$ cat config.mk
export PLATFORM = sky130hd
export DESIGN_NAME = bb3_out_fifo
export DESIGN_NICKNAME = d
export VERILOG_FILES = /design/src/hw/rtl/bb3_pkg.sv /design/src/hw/rtl/bb3_out_fifo.sv
export SDC_FILE = /design/constraint.sdc
export NUM_CORES = 1
export LEC_CHECK = 0
export BUFFER_PORTS_ARGS = -buffer_cell sky130_fd_sc_hd__buf_2
export CORE_ASPECT_RATIO = 0.5
export CORE_MARGIN = 2
export CORE_UTILIZATION = 45
export CTS_CLUSTER_DIAMETER = 30
export DETAILED_ROUTE_END_ITERATION = 10
export GPL_TIMING_DRIVEN = 0
export REMOVE_ABC_BUFFERS = 1
export SLEW_MARGIN = 20
export SYNTH_ARGS = -nofsm -noshare
export SYNTH_HDL_FRONTEND = slang
export SYNTH_SLANG_ARGS = --single-unit
export TNS_END_PERCENT = 10
$ cat constraint.sdc
create_clock -name i_clk -period 6.6 [get_ports i_clk]
set_input_delay 1.32 -clock i_clk [delete_from_list [all_inputs] [get_ports i_clk]]
set_output_delay 1.32 -clock i_clk [all_outputs]
set_load 0.005 [all_outputs]
$ cat src/hw/rtl/bb3_pkg.sv
// Shared types, constants and helpers for the 3x3 RGB box blur.
// Used by every module of the block; no dependencies.
package bb3_pkg;

    localparam int MAX_WIDTH_DEF = 1024;
    localparam int MAX_HEIGHT    = 4096;

    localparam int FW_W   = 11;
    localparam int FH_W   = 13;
    localparam int CFG_W  = 13;
    localparam int ROW_W  = 13;
    localparam int CH_W   = 8;
    localparam int PIX_W  = 3 * CH_W;
    localparam int SUM_W  = 12;

    localparam logic [FW_W-1:0] WIDTH_RST  = 11'd800;
    localparam logic [FH_W-1:0] HEIGHT_RST = 13'd600;

    localparam int FIFO_DEPTH = 4;

    localparam logic [12:0] DIV9_RECIP = 13'd7282;

    typedef enum logic {
        OP_PIXEL = 1'b0,
        OP_FLUSH = 1'b1
    } t_op;

    typedef enum logic {
        REG_WIDTH  = 1'b0,
        REG_HEIGHT = 1'b1
    } t_reg;

    typedef struct packed {
        logic [CH_W-1:0] red;
        logic [CH_W-1:0] green;
        logic [CH_W-1:0] blue;
    } t_pix;

    typedef struct packed {
        t_pix top;
        t_pix mid;
        t_pix bot;
    } t_col;

    typedef struct packed {
        logic valid;
        logic first_col;
        logic has_top;
        logic has_mid;
        logic wr_en;
        logic emit;
        logic last;
        t_pix bot;
    } t_adv;

    typedef struct packed {
        logic [SUM_W-1:0] red;
        logic [SUM_W-1:0] green;
        logic [SUM_W-1:0] blue;
    } t_sums;

    function automatic logic [CH_W-1:0] div9(input logic [SUM_W-1:0] s);
        logic [SUM_W+12:0] p;
        p = (SUM_W+13)'(s) * (SUM_W+13)'(DIV9_RECIP);
        return p[23:16];
    endfunction

endpackage

$ cat src/hw/rtl/bb3_out_fifo.sv
// Divide-by-nine and result queue toward the output channel.
// Depends on bb3_pkg.
module bb3_out_fifo import bb3_pkg::*; (
    input  logic                            i_clk,
    input  logic                            i_rst_n,
    input  logic                            i_wr,
    input  t_sums                           i_sums,
    input  logic                            i_last,
    input  logic                            i_ready,
    output logic                            o_valid,
    output t_pix                            o_pix,
    output logic                            o_frame_end,
    output logic [$clog2(FIFO_DEPTH+1)-1:0] o_cnt
);

    localparam int AW  = $clog2(FIFO_DEPTH);
    localparam int CNW = $clog2(FIFO_DEPTH + 1);

    typedef struct packed {
        t_pix pix;
        logic frame_end;
    } t_res;

    t_res           r_mem [FIFO_DEPTH];
    logic [AW-1:0]  r_wr_ptr, r_rd_ptr;
    logic [CNW-1:0] r_cnt;
    logic           pop;
    t_res           wr_res;

    assign pop = o_valid && i_ready;

    always_comb begin
        wr_res.pix.red   = div9(i_sums.red);
        wr_res.pix.green = div9(i_sums.green);
        wr_res.pix.blue  = div9(i_sums.blue);
        wr_res.frame_end = i_last;
    end

    always_ff @(posedge i_clk) begin
        if (i_wr) begin
            r_mem[r_wr_ptr] <= wr_res;
        end
    end

    always_ff @(posedge i_clk) begin
        if (!i_rst_n) begin
            r_wr_ptr <= '0;
            r_rd_ptr <= '0;
            r_cnt    <= '0;
        end else begin
            if (i_wr) begin
                r_wr_ptr <= (r_wr_ptr == AW'(FIFO_DEPTH - 1)) ? '0 : r_wr_ptr + AW'(1);
            end
            if (pop) begin
                r_rd_ptr <= (r_rd_ptr == AW'(FIFO_DEPTH - 1)) ? '0 : r_rd_ptr + AW'(1);
            end
            case ({i_wr, pop})
                2'b10:   r_cnt <= r_cnt + CNW'(1);
                2'b01:   r_cnt <= r_cnt - CNW'(1);
                default: r_cnt <= r_cnt;
            endcase
        end
    end

    assign o_valid     = (r_cnt != '0);
    assign o_pix       = r_mem[r_rd_ptr].pix;
    assign o_frame_end = r_mem[r_rd_ptr].frame_end;
    assign o_cnt       = r_cnt;

endmodule
# Word level (Yosys, flattened, before mapping)

Memories as Yosys holds them, arrays and structs flattened. A register that Yosys moved wholly into a read port is not among the register bits.
Cells that the tools add are included.

$add $sub $neg: 4
$mul: 3
Equality and inequality tests: 4
Multiplexer cells: 7
Reductions and logical operators: 3

Operators by type and width:

| operator                                                              | count |
|---|---|
| 12-bit by 12-bit multiplier with 23-bit output, second input constant | 3 |
| 2-bit 2-to-1 mux                                                      | 4 |
| 2-bit equality test, second input constant                            | 3 |
| 3-bit one-hot mux with 2 select lines                                 | 1 |
| 2-bit by 1-bit adder with 2-bit output, second input constant         | 2 |
| 3-bit by 1-bit adder with 3-bit output, second input constant         | 1 |
| 3-bit nonzero test                                                    | 1 |
| 3-bit by 1-bit subtractor with 3-bit output, second input constant    | 1 |
| 2-bit by 1-bit equality test with 1-bit output, second input constant | 1 |
| 1-bit 2-to-1 mux                                                      | 2 |
| 2-bit nonzero test                                                    | 1 |
| 1-bit logical AND                                                     | 1 |

Register bits after elaboration: 7
RAM bits: 100
Output and inout port bits: 29
Memories: 1

Memories:

| memory | words | bits a word | rd ports | clocked after memory_dff | wr ports | RTL line           | text |
|---|---|---|---|---|---|---|---|
| r_mem  | 4     | 25          | 1        | 1                        | 1        | bb3_out_fifo.sv:24 | `t_res r_mem [FIFO_DEPTH];` |

# Longest topological paths before layout

Word-level depth: 4
Mapped depth: 19
Depth with buffers taken out: 19

# Worst setup path before layout

OpenSTA, ideal clock, no wires.

Path kind: input port to flip-flop
Start point: input i_sums[1] in the netlist's numbering
End point: memory r_mem[0][8] in the netlist's numbering, data pin
Setup time: 0.272 ns
Arrival: 5.501 ns
Data required time: 6.328 ns
Path slack: 0.827 ns
Cell stages on the path: 18
Buffers on the path: 0
Cell sequence: inv_1 > fa_1 > inv_1 > ha_1 > inv_1 > fa_1 > inv_1 > fa_1 > inv_1 > fa_1 > inv_1 > ha_1 > a21oi_1 > o21ai_2 > a2111oi_4 > o21ai_1 > a41o_1 > a311o_1

RTL lines:

| element            | RTL line           | text |
|---|---|---|
| start: declaration | bb3_out_fifo.sv:7  | `input t_sums i_sums,` |
| end: declaration   | bb3_out_fifo.sv:24 |  |

==> qor.csv <==
stage;metric;value;unit
logic_synthesis;Synth area leaders;edfxtp_1, ha_1, fa_1;
routing;DRT iter0 DRCs;303;
pwr;Clk pwr share;0.110;
grt;grt ovf;0;
placement;gpl congestion;0.851;
logic_synthesis;ys async rst share;0;
sta;Slew @ Worst Pin;0.716;ns
routing;via count;5987;
sta;Tmin final;5.88;ns
grt;first-pass GRT wire length;31.7;mm
cts;CTS Buf Count;9;
pwr;Seq pwr share;0.273;
grt;vias in the first global route;6292;
sta;Slew Limit Fails;0;
logic_synthesis;share of the synthesized area in the top cell type;0.294;
placement;input/output buffers;69;
placement;post-DP HPWL;15.5;mm
pwr;VDD IR max;0.138;mV
logic_synthesis;cell accounting for the most synthesized area;edfxtp_1;
routing;DR vias/cell;4.94;
routing;antenna viol nets, final;0;
cts;Post-CTS Hold Buffers;0;
pwr;static leakage;0.00546;uW
grt;largest net degree at the start of global routing;26;
worst_setup_path;crit end category;register;
layout;Final Util;0.513;
layout;Nets;1241;
status;status;completed;
routing;Total Routed Length;18.7;mm
cts;worst-case clock buffer depth;2;
logic_synthesis;Syn Inst Count;831;
routing;drt first pass iters;4;
worst_setup_path;crit start category;input port;
worst_hold_path;class of the worst hold path;register to register;
worst_setup_path;Most Frequent Cell on Critical Path;inv_1;
floorplan;Top-Level Pins;70;
layout;total area of multi-input combinational cells;6270;sq um
floorplan;Die ar.;24000;sq um
worst_setup_path;CP Class;input port to register;
sta;Max Clock Skew;0.0108;ns
floorplan;Die Span Y;111;um
logic_synthesis;Main synth FF type;edfxtp_1;
sta;RSZ-0062 raised after global routing;no;
placement;area post-placement;11000;sq um
sta;Slew headroom;0.522;
layout;# diodes;0;
job;max cap viols;0;
worst_setup_path;Worst path depth;19;
floorplan;CORE AREA;22000;sq um
sta;TNS Setup;0;ns
pwr;Psw;1940;uW
sta;Fmax;0.170;GHz
cts;clock sink count;109;
cts;clk root buf;clkbuf_16;
worst_setup_path;r2r worst-path depth;9;
cts;Clk Latency, worst-skew pair;0.34;ns
floorplan;Starting Density;0.465;
pwr;Cell Pwr Density;418;nW/um^2
pwr;Int Power;2760;uW
worst_setup_path;critical path's top delay family;adder cells;
grt;initial antenna violation count;0;
cts;postcts setup bufs;0;
logic_synthesis;post-synthesis sequential area ratio;0.311;
logic_synthesis;EDFF count, synth;100;
worst_setup_path;Slowest-stage cell, CP;fa_1;
layout;layout cell share with drive strength beyond 1;0.143;
floorplan;Rows;38;
worst_setup_path;crit path DAT;5.95;ns
grt;Total GRT Usage;0.166;
routing;Residual DRC;0;
cts;CTS tree;done;
worst_setup_path;Required @ worst endpoint;6.68;ns
sta;final period utilization;0.891;
logic_synthesis;Yosys reg bits;109;
routing;WL/cell;15.4;um
worst_setup_path;Buf+Inv Stages, Crit Path;7;
worst_hold_path;hold path depth;2;
logic_synthesis;top cells by count, synth;ha_1, inv_1, edfxtp_1;
pwr;Switching Fraction;0.413;
floorplan;Die Wd;217;um
layout;Area growth, synth to finish;10.2;%
cts;clock slew at reported path FFs;0.07;ns
sta;Hold Violations, Final;0;
logic_synthesis;Ys Warns;0;
logic_synthesis;top-count cell post-synth;ha_1;
worst_setup_path;max incr delay on CP;0.55;ns
worst_setup_path;worst path cell trace;buf_2, inv_1, fa_1, inv_1, ha_1, inv_1, fa_1, inv_1, fa_1, inv_1, fa_1, inv_1, ha_1, a21oi_1, o21ai_2, a2111oi_4, o21ai_1, a41o_1, a311o_1;
logic_synthesis;Mean Syn Cell Area;12.3;sq um
worst_setup_path;Max FO, Critical Path;5;
cts;H-tree Lvls;3;
sta;Final setup viols;0;
cts;PostCTS Resize Cnt;0;
logic_synthesis;Cell Area, Synth;10200;sq um
layout;storage element area;3190;sq um
layout;post-route cell area;11300;sq um
logic_synthesis;synth unique cells;54;
layout;FILL cells;1979;
pwr;combinational fraction of design power;0.616;
==> logic make-up (layout without fill, tap and decap cells) <==
family / after synthesis / in the layout / synth area share
muxes: 27 / 27 / 0.0571
AOI/OAI and AO/OA: 86 / 86 / 0.0617
adders and majority gates: 293 / 293 / 0.423
xor gates and xnor gates: 35 / 35 / 0.0300
buffers and inverters: 206 / 287 / 0.0759
and+or+nand+nor: 75 / 75 / 0.0405
DFF: 109 / 109 / 0.311
==> final timing paths <==
| kind | startpoint | to | slack, ns |
|---|---|---|---|
| worst min-delay path | r_rd_ptr[1] | register | 0.49 |
| worst max register to register | o_cnt[0] | o_cnt[2] | 4.57 |
| worst max-delay path | i_sums[1] | r_mem[2][8] | 0.72 |
| worst min register to register | r_rd_ptr[1] | register | 0.49 |
==> tightest hold or removal path, cell delays in order, from the launching register on <==
cell and delay, ns:
dfxtp_1 0.32, nand2_1 0.05, a21boi_0 0.09
==> layout by cell type (no fill, tap or decap), drive strengths merged, types with 3 or more instances in the layout <==
cell      n
xor2     14
clkbuf    9
o21ai    15
nor2     11
o21a      6
inv     204
nor3      8
ha      205
clkinv    3
a21oi    18
edfxtp  100
or3       4
nand3     8
mux4     25
buf      71
dfxtp     9
nand2    14
nor2b     4
a31oi     3
fa       88
o21bai    3
a21boi    3
xnor2    21
a211oi    6
nor4      3
nand4     7
and2     10
a21o     15
==> power by group through the flow <==
stage | registers, uW | logic (uW) | clock network, uW
floorplan | 1300 | 2120 | 0
global route | 1310 | 3340 | 565
CTS | 1290 | 2950 | 534
global placement | 1320 | 2810 | 0
finish | 1290 | 2900 | 519
detailed placement | 1310 | 2920 | 0
==> metrics by stage <==
step,setup slack (ns),total power (uW),std cells,hold WS (ns)
2_1_floorplan,0.827,3420,825,0.467
3_3_place_gp,0.417,4130,1194,0.483
3_5_place_dp,0.346,4230,1196,0.483
4_1_cts,0.701,4770,1212,0.503
5_1_grt,0.464,5210,1212,0.545
6_report,0.721,4710,1212,0.494
==> area by class of cell <==
cell class | instances | area share
multi-input cells | 516 | 0.556
clock buffers | 9 | 0.0200
clock inverters | 7 | 0.00667
repair buffers | 71 | 0.0342
well taps | 300 | 0.0333
inverters | 200 | 0.0667
flip-flops and latches | 109 | 0.283
==> routing by layer <==
| metal | share of wire | track usage | vias up |
|---|---|---|---|
| met2 | 0.47 | 0.273 | 57 |
| met3 | 0.021 | 0.0171 | 10 |
| li1 | - | - | 2996 |
| met5 | 0 | 0 | - |
| met1 | 0.51 | 0.240 | 2924 |
| met4 | 0.0067 | 0.0329 | 0 |
==> sequential cells by signal, summed over array words and instances (netlist names), named ones only <==
register and flops:
r_wr_ptr 2, o_cnt 3, r_mem 100, r_rd_ptr 2
Note: power is estimated with default switching activity, not from simulation.
