===== config.mk =====
export PLATFORM = sky130hd
export DESIGN_NAME = bb3_window
export DESIGN_NICKNAME = d
export VERILOG_FILES = /design/src/hw/rtl/bb3_pkg.sv /design/src/hw/rtl/bb3_window.sv
export SDC_FILE = /design/constraint.sdc
export NUM_CORES = 1
export LEC_CHECK = 0
export ABC_AREA = 1
export BUFFER_PORTS_ARGS = -buffer_cell sky130_fd_sc_hd__buf_2
export CAP_MARGIN = 0
export CORE_ASPECT_RATIO = 0.7
export CORE_MARGIN = 4
export CORE_UTILIZATION = 38
export DETAILED_ROUTE_END_ITERATION = 10
export PLACE_DENSITY = 0.67
export SLEW_MARGIN = 0
export SYNTH_ARGS = -nofsm -noshare
export SYNTH_HDL_FRONTEND = slang
export SYNTH_SLANG_ARGS = --single-unit
export TNS_END_PERCENT = 100

===== constraint.sdc =====
create_clock -name i_clk -period 5.1 [get_ports i_clk]
set_input_delay 0 -clock i_clk [delete_from_list [all_inputs] [get_ports i_clk]]
set_output_delay 0 -clock i_clk [all_outputs]
set_load 0.01 [all_outputs]

===== src/hw/rtl/bb3_pkg.sv =====
// Shared types, constants and helpers for the 3x3 RGB box blur.
// Used by every module of the block; no dependencies.
package bb3_pkg;

    localparam int MAX_WIDTH_DEF = 1024;
    localparam int MAX_HEIGHT    = 4096;

    localparam int FW_W   = 11;
    localparam int FH_W   = 13;
    localparam int CFG_W  = 13;
    localparam int ROW_W  = 13;
    localparam int CH_W   = 8;
    localparam int PIX_W  = 3 * CH_W;
    localparam int SUM_W  = 12;

    localparam logic [FW_W-1:0] WIDTH_RST  = 11'd800;
    localparam logic [FH_W-1:0] HEIGHT_RST = 13'd600;

    localparam int FIFO_DEPTH = 4;

    localparam logic [12:0] DIV9_RECIP = 13'd7282;

    typedef enum logic {
        OP_PIXEL = 1'b0,
        OP_FLUSH = 1'b1
    } t_op;

    typedef enum logic {
        REG_WIDTH  = 1'b0,
        REG_HEIGHT = 1'b1
    } t_reg;

    typedef struct packed {
        logic [CH_W-1:0] red;
        logic [CH_W-1:0] green;
        logic [CH_W-1:0] blue;
    } t_pix;

    typedef struct packed {
        t_pix top;
        t_pix mid;
        t_pix bot;
    } t_col;

    typedef struct packed {
        logic valid;
        logic first_col;
        logic has_top;
        logic has_mid;
        logic wr_en;
        logic emit;
        logic last;
        t_pix bot;
    } t_adv;

    typedef struct packed {
        logic [SUM_W-1:0] red;
        logic [SUM_W-1:0] green;
        logic [SUM_W-1:0] blue;
    } t_sums;

    function automatic logic [CH_W-1:0] div9(input logic [SUM_W-1:0] s);
        logic [SUM_W+12:0] p;
        p = (SUM_W+13)'(s) * (SUM_W+13)'(DIV9_RECIP);
        return p[23:16];
    endfunction

endpackage


===== src/hw/rtl/bb3_window.sv =====
// 3x3 window registers and per-channel neighborhood sums.
// Depends on bb3_pkg.
module bb3_window import bb3_pkg::*; (
    input  logic  i_clk,
    input  logic  i_rst_n,
    input  logic  i_clear,
    input  t_adv  i_adv,
    input  t_pix  i_top,
    input  t_pix  i_mid,
    output logic  o_valid,
    output t_sums o_sums,
    output logic  o_last
);

    t_col  r_c1, r_c2;
    t_col  n_c1, n_c2;
    t_col  new_col, e2;
    t_sums sums;
    logic  r_valid;
    logic  r_last;
    t_sums r_sums;

    function automatic logic [SUM_W-1:0] sum_col(input logic [CH_W-1:0] a,
                                                 input logic [CH_W-1:0] b,
                                                 input logic [CH_W-1:0] c);
        return SUM_W'(a) + SUM_W'(b) + SUM_W'(c);
    endfunction

    always_comb begin
        new_col.top = i_top;
        new_col.mid = i_mid;
        new_col.bot = i_adv.bot;
        e2 = i_adv.first_col ? t_col'('0) : new_col;

        sums.red   = sum_col(r_c1.top.red, r_c1.mid.red, r_c1.bot.red)
                   + sum_col(r_c2.top.red, r_c2.mid.red, r_c2.bot.red)
                   + sum_col(e2.top.red, e2.mid.red, e2.bot.red);
        sums.green = sum_col(r_c1.top.green, r_c1.mid.green, r_c1.bot.green)
                   + sum_col(r_c2.top.green, r_c2.mid.green, r_c2.bot.green)
                   + sum_col(e2.top.green, e2.mid.green, e2.bot.green);
        sums.blue  = sum_col(r_c1.top.blue, r_c1.mid.blue, r_c1.bot.blue)
                   + sum_col(r_c2.top.blue, r_c2.mid.blue, r_c2.bot.blue)
                   + sum_col(e2.top.blue, e2.mid.blue, e2.bot.blue);

        n_c1 = r_c1;
        n_c2 = r_c2;
        if (i_clear || (i_adv.valid && i_adv.last)) begin
            n_c1 = '0;
            n_c2 = '0;
        end else if (i_adv.valid) begin
            if (i_adv.first_col) begin
                n_c1 = '0;
                n_c2 = new_col;
            end else begin
                n_c1 = r_c2;
                n_c2 = new_col;
            end
        end
    end

    always_ff @(posedge i_clk) begin
        if (!i_rst_n) begin
            r_c1    <= '0;
            r_c2    <= '0;
            r_valid <= 1'b0;
        end else begin
            r_c1    <= n_c1;
            r_c2    <= n_c2;
            r_valid <= i_adv.valid && i_adv.emit;
        end
        r_sums <= sums;
        r_last <= i_adv.last;
    end

    assign o_valid = r_valid;
    assign o_sums  = r_sums;
    assign o_last  = r_last;

endmodule


Yosys cells after proc, flatten, opt, wreduce, memory -nomap -nowiden
Index checks and enable logic that the tools add are counted.
Word-level totals
  memories kept: 0
  flip-flop bits (word level): 182
  ROM bits: 0
  input bits: 82
  output and inout bits: 38
  bits in latches: 0
  word-level logic and storage cells: 54
  RAM bits: 0
Operators by class
  shift operators: 0
  equal/unequal tests: 0
  $add $sub $neg: 24
  bitwise operators: 1
  div/mod/pow operators: 0
  multiplexer cells: 2
  order comparisons: 0
  multipliers: 0
  reduce and logical (&&, ||, !) cells: 4
Operator list (number)
  $mux 72: 2
  $add 9x8->10: 9
  $add 8x8->9: 9
  $add 11x10->12: 3
  $add 10x10->11: 3
  $logic_and 1x1->1: 2
  $reduce_or 2->1: 1
  $logic_or 1x1->1: 1
  $not 1->1: 1

Longest topological paths before layout
  word-level depth: 4
  mapped depth: 21
  depth with buffers taken out: 19

Worst setup path before layout
Ideal clock, no wire load.
  kind: input to register
  start point: input i_adv[29] (netlist name)
  end point: register r_sums (netlist bit o_sums[10])
  arrival: 3.807 ns
  buffers on the path: 2
  data required time: 4.988 ns
  setup slack: 1.181 ns
  library setup time: 0.112 ns
  stages on the path: 19
  path through: inv_2 -> buf_2 -> clkbuf_1 -> nand2_1 -> fa_1 -> inv_1 -> fa_1 -> fa_1 -> inv_1 -> fa_1 -> inv_1 -> ha_1 -> fa_1 -> nand2_1 -> nand2_1 -> nand3_1 -> nand2_1 -> nand2_1 -> nand2_1
RTL lines
  start: declaration: RTL line bb3_window.sv:7  | input t_adv i_adv,
  end signal: assignment: RTL line bb3_window.sv:71  | r_sums <= sums;
  end: declaration: RTL line bb3_window.sv:21  | t_sums r_sums;

==> metrics.md <==
| Metric | Value |
|---|---|
| Status | `finished clean` |
| Met2 layer usage reported by global route | `25.4%` |
| Cell count after synthesis | `1445` |
| R2r endpoint | `o_sums[22]` |
| TritonCTS Buffers | `17` |
| NumNets Final | `1886` |
| Synth Warn # | `0` |
| DR DRC count | `0` |
| RR Startpoint | `r_c2[9]` |
| Peak VDD IR | `166 uV` |
| I/O Buffers | `116` |
| Hold Vio Cnt, Final | `0` |
| TritonRoute pass-1 iters | `4` |
| Top cells by area, synth | `dfxtp_1 30%, fa_1 27%, nand2_1 11%` |
| Worst path top cell family by delay | `adder cells` |
| Gates resized, CTS repair | `0` |
| Post-synth top area share | `30.3%` |
| Clock root buffer master | `clkbuf_16` |
| Final std cells w/o fill | `2041` |
| HP Start | `i_adv[30]` |
| Dpl hpwl | `18400 um` |
| Tcrit/Tclk final | `84.2%` |
| Met3 Use GR | `4.13%` |
| Grt total ovfl | `0` |
| Worst Setup End Kind | `flip-flop` |
| Placed inst area | `0.0129 mm2` |
| Post-layout util | `45.8%` |
| Routed WL per cell | `12.6 um` |
| Crit path from | `i_adv[29]` |
| Slew HR | `32.2%` |
| Top-count cell post-synth | `nand2_1` |
| Ports | `120` |
| Largest net degree at the start of global routing | `91` |
| Static Leak | `6.61 nW` |
| Asr flop ratio synth | `0%` |
| FF-to-FF path depth | `15` |
| Crit path buf inv count | `7` |
| Hold Path End | `r_c2[46]` |
| Critical Path Most Common Cell | `nand2_1` |
| Maxcap violations | `0` |
| CTS Buffer Depth | `2` |
| Initial Util | `38.6%` |
| Routed Wire Length | `25700 um` |
| Final clock skew | `0.0139 ns` |
| Highest clock rate | `0.233 GHz` |
| Multi-input gate area | `0.00684 mm2` |
| Worst EP arrival | `4.63 ns` |
| P&R area growth vs syn | `18.8%` |
| Reg2reg setup slack | `1.20 ns` |
| Global-route wire length before repair | `44600 um` |
| Cell Rows | `54` |
| Final number of setup-violating endpoints | `0` |
| CP cell instances | `dlygate4sd3_1 > buf_2 > inv_4 > buf_12 > nand2_1 > fa_1 > inv_1 > fa_1 > inv_1 > fa_1 > fa_1 > inv_1 > ha_1 > fa_1 > nand2_1 > nand2_1 > nand3_1 > nand2_1 > nand2_1 > nand2_1` |
| Crit path kind | `primary input to flip-flop` |
| Unrepaired setup endpoints after global routing | `no` |
| PD cells | `279 mW/mm2` |
| Die area | `0.0346 mm2` |
| WHS Path Cells | `3` |
| Die width | `221 um` |
| Number of global-route vias before repair | `9328` |
| Placed instance count | `1928` |
| Die height | `157 um` |
| CP peak stage delay | `0.55 ns` |
| Synth Register Bits | `182` |
| Busiest grt layer | `met2` |
| Mean post-synth cell area | `8.33 um2` |
| Mapped Area | `0.0120 mm2` |
| Post-synth EDFFs | `0` |
| Actual slew at the worst max-slew pin | `1.02 ns` |
| Data required time at the worst endpoint | `5.44 ns` |
| Layout cells sized above 1 | `13.4%` |
| Worst min path class | `primary input to flip-flop` |
| Synth area leader | `dfxtp_1` |
| Via density | `4.45` |
| Predominant post-synthesis flop cell | `dfxtp_1` |
| GR Util met1 | `22.2%` |
| Post-route ant nets | `0` |
| H-tree levels | `4` |
| Net Count, Synth | `1728` |
| Critical path's slowest cell | `fa_1` |
| CP startpoint kind | `primary input` |
| Library cells used by synthesis | `23` |
| GP Congestion | `0.812` |
| Clock transition at the registers of the reported paths | `0.08 ns` |
| Commonest cells in the netlist | `360 x nand2_1, 331 x inv_1, 182 x dfxtp_1` |
| TNS Setup | `0 ns` |
| Total GRT Usage | `16.0%` |
| Sequential fraction of the synthesis area | `30.3%` |
| Min Tclk post-route | `4.29 ns` |
| Antenna violations before repair | `6` |
| CTS tree | `done` |
| Fillers | `3062` |
| Total core area | `0.0312 mm2` |
| Final Cell Area | `0.0143 mm2` |
| Num Clock Sinks | `182` |
| Worst-path maximum fanout | `41` |
| Pins Over Slew Limit | `0` |
| Worst-Skew Late Latency | `0.45 ns` |
| Initial drt markers | `445` |
| Via count | `9084` |
| Sequential cell area | `0.00364 mm2` |
## worst register-to-register path: cells and delay by family (launching register included)
kind                     cells  cell delay, ns
adder cells (fa/ha/maj)      6            2.69
flip-flops                   1            0.33
buffers and inverters        4            0.30
AND/OR/NAND/NOR              5            0.50
## per-layer routing
layer / part of all wire [%] / wire length (um) / up-vias
li1: - / - / 4591
met1: 48 / 12500 / 4337
met4: 0.92 / 238 / 6
met2: 46 / 11900 / 131
met5: 0.11 / 29 / -
met3: 4.4 / 1140 / 19
## cells by family after synthesis
| kind of cell | count (synthesis) | share of synthesized area [%] |
|---|---|---|
| adder cells (fa/ha/maj) | 201 | 31.0 |
| buffers and inverters | 395 | 13.1 |
| flip-flops | 182 | 30.3 |
| AND/OR/NAND/NOR | 501 | 16.9 |
| XOR/XNOR | 9 | 0.655 |
| AO/OA/AOI/OAI | 157 | 8.12 |
## report_power, final
part	internal [W]	switching, W	leakage, nW
clock	0.000745	0.000652	0.297
combinational	0.000425	0.000595	4.83
sequential	0.00154	0.0000373	1.48
## worst max-delay path by stage
| stage | end | slack (ns) | depth (start not counted) |
|---|---|---|---|
| 2_1_floorplan | o_sums[10] | 1.18 | 19 |
| 3_3_place_gp | o_sums[10] | 0.93 | 19 |
| 3_5_place_dp | o_sums[8] | 0.85 | 19 |
| 4_1_cts | o_sums[10] | 0.79 | 20 |
| 5_1_grt | o_sums[22] | 0.57 | 18 |
| 6_report | o_sums[10] | 0.81 | 20 |
## cell usage in the layout, fill, tap and decap left out
master         count
nand2_1          360
inv_1            331
dfxtp_1          182
fa_1             162
buf_2            115
a21oi_1          103
nand3_1           91
dlygate4sd3_1     76
a21oi_2           51
ha_1              39
nor2_1            35
clkbuf_16         17
buf_4              9
xnor2_1            7
diode_2            5
or2_2              5
nand3b_1           5
inv_8              4
inv_6              4
clkinv_4           4
nor3_1             3
o21ai_0            3
xor2_1             2
bufinv_16          2
inv_4              1
clkinv_2           1
nand2_8            1
and3_1             1
clkinvlp_4         1
buf_12             1
## state kept, by name, indices dropped and copies added (netlist names)
signal	flops
r_c2	72
o_valid	1
o_last	1
r_c1	72
o_sums	36
## metrics by stage
| step | hold WS (ns) | setup WS, ns | power [W] |
|---|---|---|---|
| 2_1_floorplan | 0.0277 | 1.18 | 0.00230 |
| 3_3_place_gp | 0.129 | 0.934 | 0.00258 |
| 3_5_place_dp | 0.141 | 0.849 | 0.00260 |
| 4_1_cts | 0.0169 | 0.787 | 0.00406 |
| 5_1_grt | 0.0568 | 0.573 | 0.00429 |
| 6_report | 0.0472 | 0.807 | 0.00400 |
## final cells by class
| type | count | share of cell area [%] |
|---|---|---|
| diodes | 5 | 0.0875 |
| clock buffers | 17 | 2.97 |
| clock inverters | 15 | 1.28 |
| inverters | 333 | 8.77 |
| multi-input cells | 868 | 47.8 |
| flip-flops and latches | 182 | 25.5 |
| well taps | 420 | 3.67 |
| repair buffers | 201 | 9.96 |
## timing repair
| action | 4_1_cts | 5_1_grt |
|---|---|---|
| endpoints found under the hold margin | 88 | 0 |
| hold buffers | 76 | 0 |
| buffers inserted | 0 | 0 |
Power figures use the tool's default switching activity.
