`src/hw/rtl/bb3_pkg.sv`:
```
// Shared types, constants and helpers for the 3x3 RGB box blur.
// Used by every module of the block; no dependencies.
package bb3_pkg;

    localparam int MAX_WIDTH_DEF = 1024;
    localparam int MAX_HEIGHT    = 4096;

    localparam int FW_W   = 11;
    localparam int FH_W   = 13;
    localparam int CFG_W  = 13;
    localparam int ROW_W  = 13;
    localparam int CH_W   = 8;
    localparam int PIX_W  = 3 * CH_W;
    localparam int SUM_W  = 12;

    localparam logic [FW_W-1:0] WIDTH_RST  = 11'd800;
    localparam logic [FH_W-1:0] HEIGHT_RST = 13'd600;

    localparam int FIFO_DEPTH = 4;

    localparam logic [12:0] DIV9_RECIP = 13'd7282;

    typedef enum logic {
        OP_PIXEL = 1'b0,
        OP_FLUSH = 1'b1
    } t_op;

    typedef enum logic {
        REG_WIDTH  = 1'b0,
        REG_HEIGHT = 1'b1
    } t_reg;

    typedef struct packed {
        logic [CH_W-1:0] red;
        logic [CH_W-1:0] green;
        logic [CH_W-1:0] blue;
    } t_pix;

    typedef struct packed {
        t_pix top;
        t_pix mid;
        t_pix bot;
    } t_col;

    typedef struct packed {
        logic valid;
        logic first_col;
        logic has_top;
        logic has_mid;
        logic wr_en;
        logic emit;
        logic last;
        t_pix bot;
    } t_adv;

    typedef struct packed {
        logic [SUM_W-1:0] red;
        logic [SUM_W-1:0] green;
        logic [SUM_W-1:0] blue;
    } t_sums;

    function automatic logic [CH_W-1:0] div9(input logic [SUM_W-1:0] s);
        logic [SUM_W+12:0] p;
        p = (SUM_W+13)'(s) * (SUM_W+13)'(DIV9_RECIP);
        return p[23:16];
    endfunction

endpackage

```
`src/hw/rtl/bb3_ctrl.sv`:
```
// Raster position counters, frame registers and request decode.
// Depends on bb3_pkg.
module bb3_ctrl import bb3_pkg::*; #(
    parameter int MAX_WIDTH = MAX_WIDTH_DEF
) (
    input  logic                         i_clk,
    input  logic                         i_rst_n,
    input  logic                         i_cfg_we,
    input  logic                         i_cfg_index,
    input  logic [CFG_W-1:0]             i_cfg_data,
    input  logic                         i_valid,
    input  logic                         i_operation,
    input  t_pix                         i_pix,
    input  logic                         i_space,
    output logic                         o_ready,
    output t_adv                         o_adv,
    output logic [$clog2(MAX_WIDTH)-1:0] o_col
);

    localparam int CW = $clog2(MAX_WIDTH);

    logic [FW_W-1:0]  r_width;
    logic [FH_W-1:0]  r_height;
    logic [CW-1:0]    r_col, n_col;
    logic [ROW_W-1:0] r_row, n_row;
    logic [CW-1:0]    last_col;
    logic [ROW_W-1:0] eff_h;
    logic             virt, first_col, has_top, has_mid, emit, last;
    logic             is_flush, act, extra, fire;

    always_comb begin
        if (r_width == '0) begin
            last_col = '0;
        end else if (32'(r_width) > MAX_WIDTH) begin
            last_col = CW'(MAX_WIDTH - 1);
        end else begin
            last_col = CW'(32'(r_width) - 32'd1);
        end
        if (r_height == '0) begin
            eff_h = ROW_W'(1);
        end else if (32'(r_height) > MAX_HEIGHT) begin
            eff_h = ROW_W'(MAX_HEIGHT);
        end else begin
            eff_h = r_height;
        end
    end

    assign virt      = (r_row >= eff_h);
    assign first_col = (r_col == '0);
    assign has_mid   = (r_row != '0);
    assign has_top   = (r_row >= ROW_W'(2));
    assign emit      = first_col ? has_top : has_mid;
    assign last      = emit && first_col && (r_row == eff_h + ROW_W'(1));
    assign is_flush  = (i_operation == OP_FLUSH);
    assign act       = is_flush ? virt : !virt;
    assign extra     = is_flush && act && !emit;
    assign fire      = i_valid && i_space && act;
    assign o_ready   = i_space && !extra;

    always_comb begin
        o_adv.valid     = fire;
        o_adv.first_col = first_col;
        o_adv.has_top   = has_top;
        o_adv.has_mid   = has_mid;
        o_adv.wr_en     = !virt;
        o_adv.emit      = emit;
        o_adv.last      = last;
        o_adv.bot       = virt ? '0 : i_pix;
    end

    assign o_col = r_col;

    always_comb begin
        n_col = r_col;
        n_row = r_row;
        if (i_cfg_we) begin
            n_col = '0;
            n_row = '0;
        end else if (fire) begin
            if (last) begin
                n_col = '0;
                n_row = '0;
            end else if (r_col == last_col) begin
                n_col = '0;
                n_row = r_row + ROW_W'(1);
            end else begin
                n_col = r_col + CW'(1);
            end
        end
    end

    always_ff @(posedge i_clk) begin
        if (!i_rst_n) begin
            r_width  <= WIDTH_RST;
            r_height <= HEIGHT_RST;
            r_col    <= '0;
            r_row    <= '0;
        end else begin
            r_col <= n_col;
            r_row <= n_row;
            if (i_cfg_we) begin
                case (t_reg'(i_cfg_index))
                    REG_WIDTH:  r_width  <= i_cfg_data[FW_W-1:0];
                    REG_HEIGHT: r_height <= i_cfg_data[FH_W-1:0];
                    default: ;
                endcase
            end
        end
    end

endmodule

```
`config.mk`:
```
export PLATFORM = sky130hd
export DESIGN_NAME = bb3_ctrl
export DESIGN_NICKNAME = d
export VERILOG_FILES = /design/src/hw/rtl/bb3_pkg.sv /design/src/hw/rtl/bb3_ctrl.sv
export SDC_FILE = /design/constraint.sdc
export NUM_CORES = 1
export LEC_CHECK = 0
export ABC_CLOCK_PERIOD_IN_PS = 4780
export BUFFER_PORTS_ARGS = -buffer_cell sky130_fd_sc_hd__buf_2
export CORE_MARGIN = 2
export CORE_UTILIZATION = 30
export CTS_CLUSTER_SIZE = 30
export DETAILED_ROUTE_END_ITERATION = 8
export SLEW_MARGIN = 20
export SYNTH_ARGS = -nofsm -noshare
export SYNTH_HDL_FRONTEND = slang
export SYNTH_SLANG_ARGS = --single-unit
export TNS_END_PERCENT = 100
```
`constraint.sdc`:
```
create_clock -name i_clk -period 4.78 [get_ports i_clk]
set_input_delay 0.717 -clock i_clk [delete_from_list [all_inputs] [get_ports i_clk]]
set_output_delay 0.717 -clock i_clk [all_outputs]
set_load 0.02 [all_outputs]
```
Word level (Yosys, flattened, before mapping)
Index checks and enable logic that the tools add are counted.
Widths: inputs -> output; s select.
- bits in registers: 47
- input port bits: 44
- output and inout port bits: 42
- logic and storage cells: 46
- $add $sub $neg: 4
- magnitude comparators: 4
- equal/unequal tests: 2
- mux-type cells: 11
- bitwise logic cells: 2
- reductions and logical operators: 19
- operators by type and width (operator ; count):
    $mux 13 ; 4
    $mux 10 ; 4
    $add 13x1->13 const B ; 2
    $mux 24 ; 1
    $eq 13x13->1 ; 1
    $ge 13x13->1 ; 1
    $ge 13x2->1 const B ; 1
    $gt 13x13->1 const B ; 1
    $logic_not 13->1 ; 1
    $reduce_bool 13->1 ; 1
    $gt 11x11->1 const B ; 1
    $logic_not 11->1 ; 1
    $add 10x1->10 const B ; 1
    $eq 10x10->1 ; 1
    $logic_not 10->1 ; 1
    $sub 10x1->10 const B ; 1
    $logic_and 1x1->1 ; 7
    $reduce_and 2->1 ; 3
    $logic_not 1->1 ; 3
    $mux 1 ; 2
    $not 1->1 ; 2
    $reduce_bool 2->1 ; 1
    $reduce_or 2->1 ; 1

Logic depth before layout (Yosys ltp)
Gate-level depths: netlist of run 1.
- depth in word-level cells: 10
- mapped depth: 21
- depth with buffers taken out: 18

Least setup slack after synthesis of run 1
OpenSTA, ideal clock, no wires.
- path kind: register to register
- start point: reg r_height[4]
- end point: reg r_row[12]
- setup time: 63 ps
- arrival: 3986 ps
- required time: 4717 ps
- slack: 731 ps
- stages on the path, launching flop included: 20
- path buffers: 2
- clock period less this slack: 4049 ps
- path through: dfxtp_1 clkbuf_1 nor4_1 a31oi_1 nor2_1 ha_1 nor2b_1 o21a_1 o21a_1 o21a_1 o21a_1 o2111ai_1 a21oi_1 o22a_1 ha_1 or2_2 clkbuf_1 or4_1 or4b_1 nand3_1
- word-level cells in the longest chain between the ends: 8
- elaborated cells on any way between the ends: 14
- classes of those cells: add/sub: 1; order compare: 2; eq/ne: 1; mux: 4; reduce/logical: 6
- RTL lines (element ; RTL line ; RTL):
    start: declaration ; bb3_ctrl.sv:23 ; logic [FH_W-1:0] r_height;
    start signal: assignment ; bb3_ctrl.sv:104 ; REG_HEIGHT: r_height <= i_cfg_data[FH_W-1:0];
    $gt 13x13->1 ; bb3_ctrl.sv:41 ; end else if (32'(r_height) > MAX_HEIGHT) begin
    $mux 13 ; bb3_ctrl.sv:41 ;
    $mux 13 (*) ; bb3_ctrl.sv:39 ; if (r_height == '0) begin
    $add 13x1->13 or $ge 13x13->1 (tied branches) ; bb3_ctrl.sv:53, bb3_ctrl.sv:48 ;
    $eq 13x13->1 or $logic_not 1->1 (tied branches) ; bb3_ctrl.sv:53, bb3_ctrl.sv:55 ;
    $logic_and 1x1->1 or $mux 1 (tied branches) ; bb3_ctrl.sv:53, bb3_ctrl.sv:55 ;
    $reduce_bool 2->1 (no source line) or $logic_and 1x1->1 (tied branches) ; n/a ;
    $reduce_and 2->1 (no source line) ; n/a ;
    end signal: assignment ; bb3_ctrl.sv:100 ; r_row <= n_row;
    end: declaration ; bb3_ctrl.sv:25 ; logic [ROW_W-1:0] r_row, n_row;
Mark *: on every way between the ends. The rest lies on a longest branch, timed or not.
A chain may end at the register's enable or synchronous reset.

==> results of run 1 <==
worst min-delay path by stage:
stage / endpoint / slack [ns]
6_report: r_height[1]$_SDFFE_PN0P_ / 0.51
5_1_grt: r_height[6]$_SDFFE_PN1P_ / 0.54
4_1_cts: r_height[1]$_SDFFE_PN0P_ / 0.51
3_5_place_dp: r_height[1]$_SDFFE_PN0P_ / 0.50
3_3_place_gp: r_height[1]$_SDFFE_PN0P_ / 0.49
2_1_floorplan: r_height[0]$_SDFFE_PN0P_ / 0.45
layer usage:
metal,vias up,wire length [um]
met4,0,178
met1,2146,6230
met2,140,5540
met5,-,0
met3,16,647
li1,2329,-
state kept, by name, summed over array words and instances (netlist names):
signal    count
r_height     13
r_row        13
r_width      11
o_col        10
layout make-up:
type                            count  area (um^2)  area share
Timing Repair Buffer               95          500      0.0980
Clock inverter                      2         37.5     0.00735
Clock buffer                        5          125      0.0245
Tap cell                          184          230      0.0451
Multi-Input combinational cell    492         3170       0.622
Sequential cell                    47          941       0.184
Inverter                           25         97.6      0.0191
cell usage after synthesis, drive strengths merged (5+ instances only):
master    n
nand4    26
o211ai    5
nor3     15
nor4     13
nand2b   13
mux2i     6
or4       6
o2111ai   8
nand2    98
xor2     15
or3       6
inv      23
buf      12
dfxtp    47
and3      6
o21a      6
a21boi   17
nor2     33
nor2b     9
xnor2    14
clkbuf   31
o21ai    37
nand3b   27
o31ai     8
a21oi    15
nand3    30
ha       21
cells by family (layout without fill, tap and decap cells):
kind of cell               after synthesis  in the layout  synth area share
and+or+nand+nor                        310            310             0.381
AOI/OAI and AO/OA                      125            125             0.202
adders and majority gates               21             21            0.0596
muxes                                    6              6            0.0136
xor gates and xnor gates                30             30            0.0630
DFF                                     47             47             0.213
buffers and inverters                   68            127            0.0675
worst max-delay path, stage by stage (launching register included):
cell,delay (ns)
dfxtp_1,0.39
nor4_1,0.31
a31oi_1,0.12
nor2_1,0.16
ha_1,0.17
nor2b_1,0.04
o21a_1,0.16
o21a_1,0.17
o21a_1,0.16
o21a_1,0.16
o2111ai_1,0.17
a21oi_1,0.11
o22a_1,0.21
ha_1,0.26
or2_2,0.45
clkinvlp_4,0.18
buf_2,0.18
metrics by stage:
stage          cell area [um^2]  hold slack [ns]
6_report                   5100            0.508
5_1_grt                    5100            0.541
4_1_cts                    5080            0.512
3_5_place_dp               4920            0.502
3_3_place_gp               4920            0.495
2_1_floorplan              4410            0.452
where the power goes:
| group | internal (mW) | total (mW) | switching (mW) |
|---|---|---|---|
| Combinational | 0.0877 | 0.213 | 0.126 |
| Clock | 0.244 | 0.393 | 0.149 |
| Sequential | 0.402 | 0.423 | 0.0208 |
timing repair:
| item | CTS | global route |
|---|---|---|
| hold endpoints to repair | 0 | 0 |
| gates resized for setup | 0 | 1 |
| setup endpoints to repair | 0 | 1 |
| buffers inserted | 0 | 3 |
==> impl_metrics.env, run 1 <==
export IMPL_clock_latency_ns=0.29
export IMPL_pin_count=86
export IMPL_grt_max_degree=29
export IMPL_p_total_mw=1.03
export IMPL_critPathLaunchType="flop"
export IMPL_leakage_nw=2.00
export IMPL_cp_data_arrival_time_ns=3.69
export IMPL_yosysUniqueCellTypes=61
export IMPL_diodes=0
export IMPL_worst_pin_slew_ns=0.840
export IMPL_synth_avg_cell_area_um2=7.27
export IMPL_core_area_um2=14400
export IMPL_crit_type="reg -> out"
export IMPL_synth_area_top_cells="dfxtp_1, nand2_1, ha_1"
export IMPL_cts_htree_levels=2
export IMPL_grt_pass1_vias=4113
export IMPL_synthArstFlopShare=0
export IMPL_synth_top_area_cell="dfxtp_1"
export IMPL_area_delta_synth_final_pct=15.7
export IMPL_relSlewSlack=0.439
export IMPL_timing_rr_start="r_height[4]$_SDFFE_PN1P_"
export IMPL_crit_fanout=17
export IMPL_final_util=0.354
export IMPL_yosysSeqAreaShare=0.213
export IMPL_timing_final_ws_setup_ns=0.371
export IMPL_cts_sinks=47
export IMPL_place_gp_congestion=0.877
export IMPL_antenna_found_initial=0
export IMPL_hold_depth=2
export IMPL_p_per_area_nw_per_um2=202
export IMPL_max_vdd_ir_drop_v=0.000140
export IMPL_crit_end="o_adv[30]"
export IMPL_layout_common_cells="nand2_1, buf_2, dfxtp_1, o21ai_0, nor2_1"
export IMPL_final_nets=731
export IMPL_netlist_area_um2=4410
export IMPL_finalNonFillerCells=850
export IMPL_root_buffer="clkbuf_16"
export IMPL_worstPathRequired_ns=4.06
export IMPL_synthFlopType="dfxtp_1"
export IMPL_die_area_um2=15700
export IMPL_synth_cells=607
export IMPL_drc_errors=0
export IMPL_drive_gt1_frac=0.188
export IMPL_cts_buffers=5
export IMPL_drt_iter0_markers=256
export IMPL_hold_class="reg -> reg"
export IMPL_busiest_layer="met2"
export IMPL_period_share=0.922
export IMPL_clkTransAtPathRegs_ns=0.07
export IMPL_met3_usage=0.0248
export IMPL_firstDrtPassIters=5
export IMPL_r2r_end="r_row[3]$_SDFFE_PP0P_"
export IMPL_setup_viol=0
export IMPL_hold_buffers=0
export IMPL_wl_per_cell_um=14.8
export IMPL_port_buffers=85
export IMPL_yosys_register_bits=47
export IMPL_finalClockSkew_ns=0.00635
export IMPL_grtUsageMet2=0.242
export IMPL_vias_per_cell=5.45
export IMPL_die_h_um=125
export IMPL_cts_tree="yes"
export IMPL_num_fill_cells=1550
export IMPL_final_common_cell="nand2_1"
export IMPL_overflow=0
export IMPL_synth_top_area_share=0.213
export IMPL_finalHoldViolations=0
export IMPL_hpwlAfterDp_um=9580
export IMPL_synth_edf_count=0
export IMPL_yosys_warnings=0
export IMPL_reg2reg_depth=16
export IMPL_start_util=0.306
export IMPL_die_width_um=125
export IMPL_finalMaxSlewViolations=0
export IMPL_rsz0062_at_grt="false"
export IMPL_cts_buffer_depth=2
export IMPL_place_inst=840
export IMPL_dpl_worst_slack_ns=0.537
export IMPL_critPathLaunch="r_height[4]$_SDFFE_PN1P_"
export IMPL_end_kind="output pin"
export IMPL_rrSetupSlack_ns=0.53
export IMPL_grt_pass1_wl_um=21000
export IMPL_min_period_ns=4.41
export IMPL_grt_usage=0.156
export IMPL_holdCritStartpoint="r_height[1]$_SDFFE_PN0P_"
export IMPL_fmax_mhz=227
export IMPL_maxCapViolCount=0
export IMPL_status="complete, no violations"
export IMPL_fin_setup_tns_ns=0
export IMPL_rows=44
export IMPL_ant_nets=0
export IMPL_syn_num_nets=672
export IMPL_num_vias=4631
export IMPL_grtUsageMet1=0.228
export IMPL_wirelength_um=12600
(Power assumes the default switching activity.)
==> inputs of run 2 (changes only) <==
--- a/config.mk
+++ b/config.mk
@@ -5,6 +5,7 @@
 export SDC_FILE = /design/constraint.sdc
 export NUM_CORES = 1
 export LEC_CHECK = 0
+export ABC_AREA = 1
 export ABC_CLOCK_PERIOD_IN_PS = 4780
 export BUFFER_PORTS_ARGS = -buffer_cell sky130_fd_sc_hd__buf_2
 export CORE_MARGIN = 2
==> constraint.sdc (replaced) <==
create_clock -name i_clk -period 4.78 [get_ports i_clk]
set_input_delay 0.239 -clock i_clk [delete_from_list [all_inputs] [get_ports i_clk]]
set_output_delay 0.239 -clock i_clk [all_outputs]
set_load 0.02 [all_outputs]
==> run 2 against run 1 <==
Against the previous run:
- power shrank 1.0%
- count of clock-buffer cells in the layout is the same
- fmax grew 7.3%
- via count down 6.9%
- register-to-register slack gained 0.33 ns
- clock power shrank 5.3%
- non-clock buffer count down 6
- synthesized cell count rose by 12%
- flip-flop and latch count stayed put
- critical path depth grew 8
- sequential power shrank 1%
- core utilization grew 0.61 points
==> impl_metrics.env, run 2 <==
export IMPL_worst_pin_slew_ns=0.734
export IMPL_syn_num_nets=744
export IMPL_crit_type="reg -> out"
export IMPL_antenna_found_initial=0
export IMPL_firstDrtPassIters=5
export IMPL_cp_data_arrival_time_ns=3.87
export IMPL_synth_most_common_cell="nand2_1"
export IMPL_yosysSeqAreaShare=0.228
export IMPL_area_delta_synth_final_pct=16.6
export IMPL_num_fill_cells=1502
export IMPL_synthXorXnorAreaFrac=0.0468
export IMPL_wirelength_um=11400
export IMPL_num_vias=4311
export IMPL_reg2reg_depth=27
export IMPL_synthFlopType="dfxtp_1"
export IMPL_swShare=0.326
export IMPL_hpwlAfterDp_um=9180
export IMPL_max_vdd_ir_drop_v=0.000145
export IMPL_grt_pass1_vias=3960
export IMPL_core_area_um2=13300
export IMPL_hold_buffers=0
export IMPL_pin_count=86
export IMPL_die_width_um=121
export IMPL_cts_resized=0
export IMPL_layout_common_cells="nand2_1, nor2_1, inv_1, buf_2, nand3_1"
export IMPL_synth_top_family_by_area="simple AND/OR/NAND/NOR gates"
export IMPL_cts_tree="yes"
export IMPL_synth_top_area_share=0.228
export IMPL_cts_sinks=47
export IMPL_finalClockSkew_ns=0.00484
export IMPL_port_buffers=85
export IMPL_cts_buffers=5
export IMPL_synth_compound_area_frac=0.0893
export IMPL_met3_usage=0.0197
export IMPL_rsz0062_at_grt="false"
export IMPL_drt_iter0_markers=214
export IMPL_drive_gt1_frac=0.180
export IMPL_period_share=0.860
export IMPL_leakage_nw=2.45
export IMPL_hold_class="in -> reg"
export IMPL_synth_cells=679
export IMPL_die_h_um=121
export IMPL_hold_depth=3
export IMPL_grt_usage=0.158
export IMPL_wl_per_cell_um=12.3
export IMPL_timing_hold_ws_ns=0.186
export IMPL_fmax_mhz=243
export IMPL_critPathLaunchType="flop"
export IMPL_synth_fa_ha_area_frac=0.0638
export IMPL_finalHoldViolations=0
export IMPL_setup_viol=0
export IMPL_start_util=0.309
export IMPL_cts_buffer_depth=2
export IMPL_busiest_layer="met2"
export IMPL_grt_pass1_wl_um=19000
export IMPL_clkTransAtPathRegs_ns=0.07
export IMPL_grtUsageMet2=0.265
export IMPL_final_seq_area_um2=941
export IMPL_grtUsageMet1=0.217
export IMPL_final_util=0.360
export IMPL_final_nets=818
export IMPL_min_period_ns=4.11
export IMPL_relSlewSlack=0.510
export IMPL_diodes=0
export IMPL_crit_fanout=25
export IMPL_yosysUniqueCellTypes=43
export IMPL_synthArstFlopShare=0
export IMPL_clock_latency_ns=0.29
export IMPL_die_area_um2=14700
export IMPL_place_gp_congestion=0.911
export IMPL_synthMuxAreaShare=0
export IMPL_cts_htree_levels=2
export IMPL_reg_largest_list="r_height x13, r_row x13, r_width x11"
export IMPL_p_comb_frac=0.225
export IMPL_synth_avg_cell_area_um2=6.07
export IMPL_worstPathRequired_ns=4.54
export IMPL_grt_max_degree=26
export IMPL_switchingPower_mw=0.332
export IMPL_synth_edf_count=0
export IMPL_vias_per_cell=4.64
export IMPL_rows=42
export IMPL_fin_setup_tns_ns=0
export IMPL_drc_errors=0
export IMPL_synthSimpleGateAreaFrac=0.437
export IMPL_yosys_register_bits=47
export IMPL_yosys_warnings=0
export IMPL_netlist_area_um2=4120
export IMPL_p_per_area_nw_per_um2=212
export IMPL_overflow=0
export IMPL_end_kind="output pin"
export IMPL_p_int_mw=0.687
export IMPL_multi_input_area_um2=2630
export IMPL_root_buffer="clkbuf_16"
export IMPL_synth_top_area_cell="dfxtp_1"
export IMPL_post_cts_buffers=0
export IMPL_synth_commonest_cells="nand2_1, nor2_1, inv_1"
export IMPL_finalMaxSlewViolations=0
export IMPL_maxCapViolCount=0
export IMPL_final_common_cell="nand2_1"
export IMPL_ant_nets=0
export IMPL_synth_area_top_cells="dfxtp_1, nand2_1, nor2_1"
export IMPL_p_total_mw=1.02
export IMPL_p_seq_frac=0.410
export IMPL_status="complete, no violations"
export IMPL_clkPwrFrac=0.365
## run 2: cells by family after synthesis
group           Yosys count
compound gates           67
xor+xnor                 22
fa+ha+maj                21
buf+inv                 130
flops                    47
simple gates            392
## run 2: path summary, 6_finish.rpt
check	endpoint	start	slack (ns)
max reg2reg	o_col[9]$_SDFFE_PP0P_	r_height[3]$_SDFFE_PN1P_	0.86
min	r_height[6]$_SDFFE_PN1P_	i_cfg_data[6]	0.19
min reg2reg	r_height[0]$_SDFFE_PN0P_	r_height[0]$_SDFFE_PN0P_	0.49
max	o_adv[30]	r_height[3]$_SDFFE_PN1P_	0.67
## run 2: area by class of cell
class | instances | share of cell area
multi-input cells | 502 | 0.546
flip-flops and latches | 47 | 0.196
repair buffers | 89 | 0.0948
inverters | 108 | 0.0854
well taps | 176 | 0.0458
clock buffers | 5 | 0.0260
clock inverters | 3 | 0.00573
## run 2: critical path: stages (launching register included)
cell	delay [ns]
dfxtp_1	0.30
buf_4	0.17
nor2_1	0.09
nand2_1	0.07
nor2_2	0.11
nand2_2	0.07
nand2_4	0.19
nand2_1	0.11
ha_1	0.28
nand2_1	0.09
nor2_1	0.05
o21ai_0	0.16
nand2_1	0.07
a21oi_1	0.13
nor2_1	0.05
o211ai_1	0.16
nand2_1	0.07
nand2_1	0.06
a21oi_1	0.06
nor3_1	0.13
nand2_1	0.11
ha_1	0.29
nor2_2	0.19
buf_4	0.33
buf_2	0.23
## run 2: power by group through the flow
stage	logic, mW	registers, mW	clock network, mW
final	0.229	0.418	0.372
after global routing	0.261	0.420	0.394
after CTS	0.229	0.418	0.380
after detailed placement	0.227	0.427	0
after global placement	0.227	0.427	0
after floorplan	0.165	0.423	0
## run 2: routing by layer
metal / vias up / share of wire
met4: 0 / 0.014
li1: 2293 / -
met2: 141 / 0.44
met3: 14 / 0.065
met1: 1863 / 0.48
met5: - / 0
## run 2: through the flow
step                worst slack (ns)  std cells  instance area [um^2]
finish                         0.669        930                  4810
detailed placement             0.905        922                  4650
global placement                1.00        922                  4650
global route                   0.279        930                  4810
floorplan                      0.783        679                  4120
CTS                            0.682        930                  4800
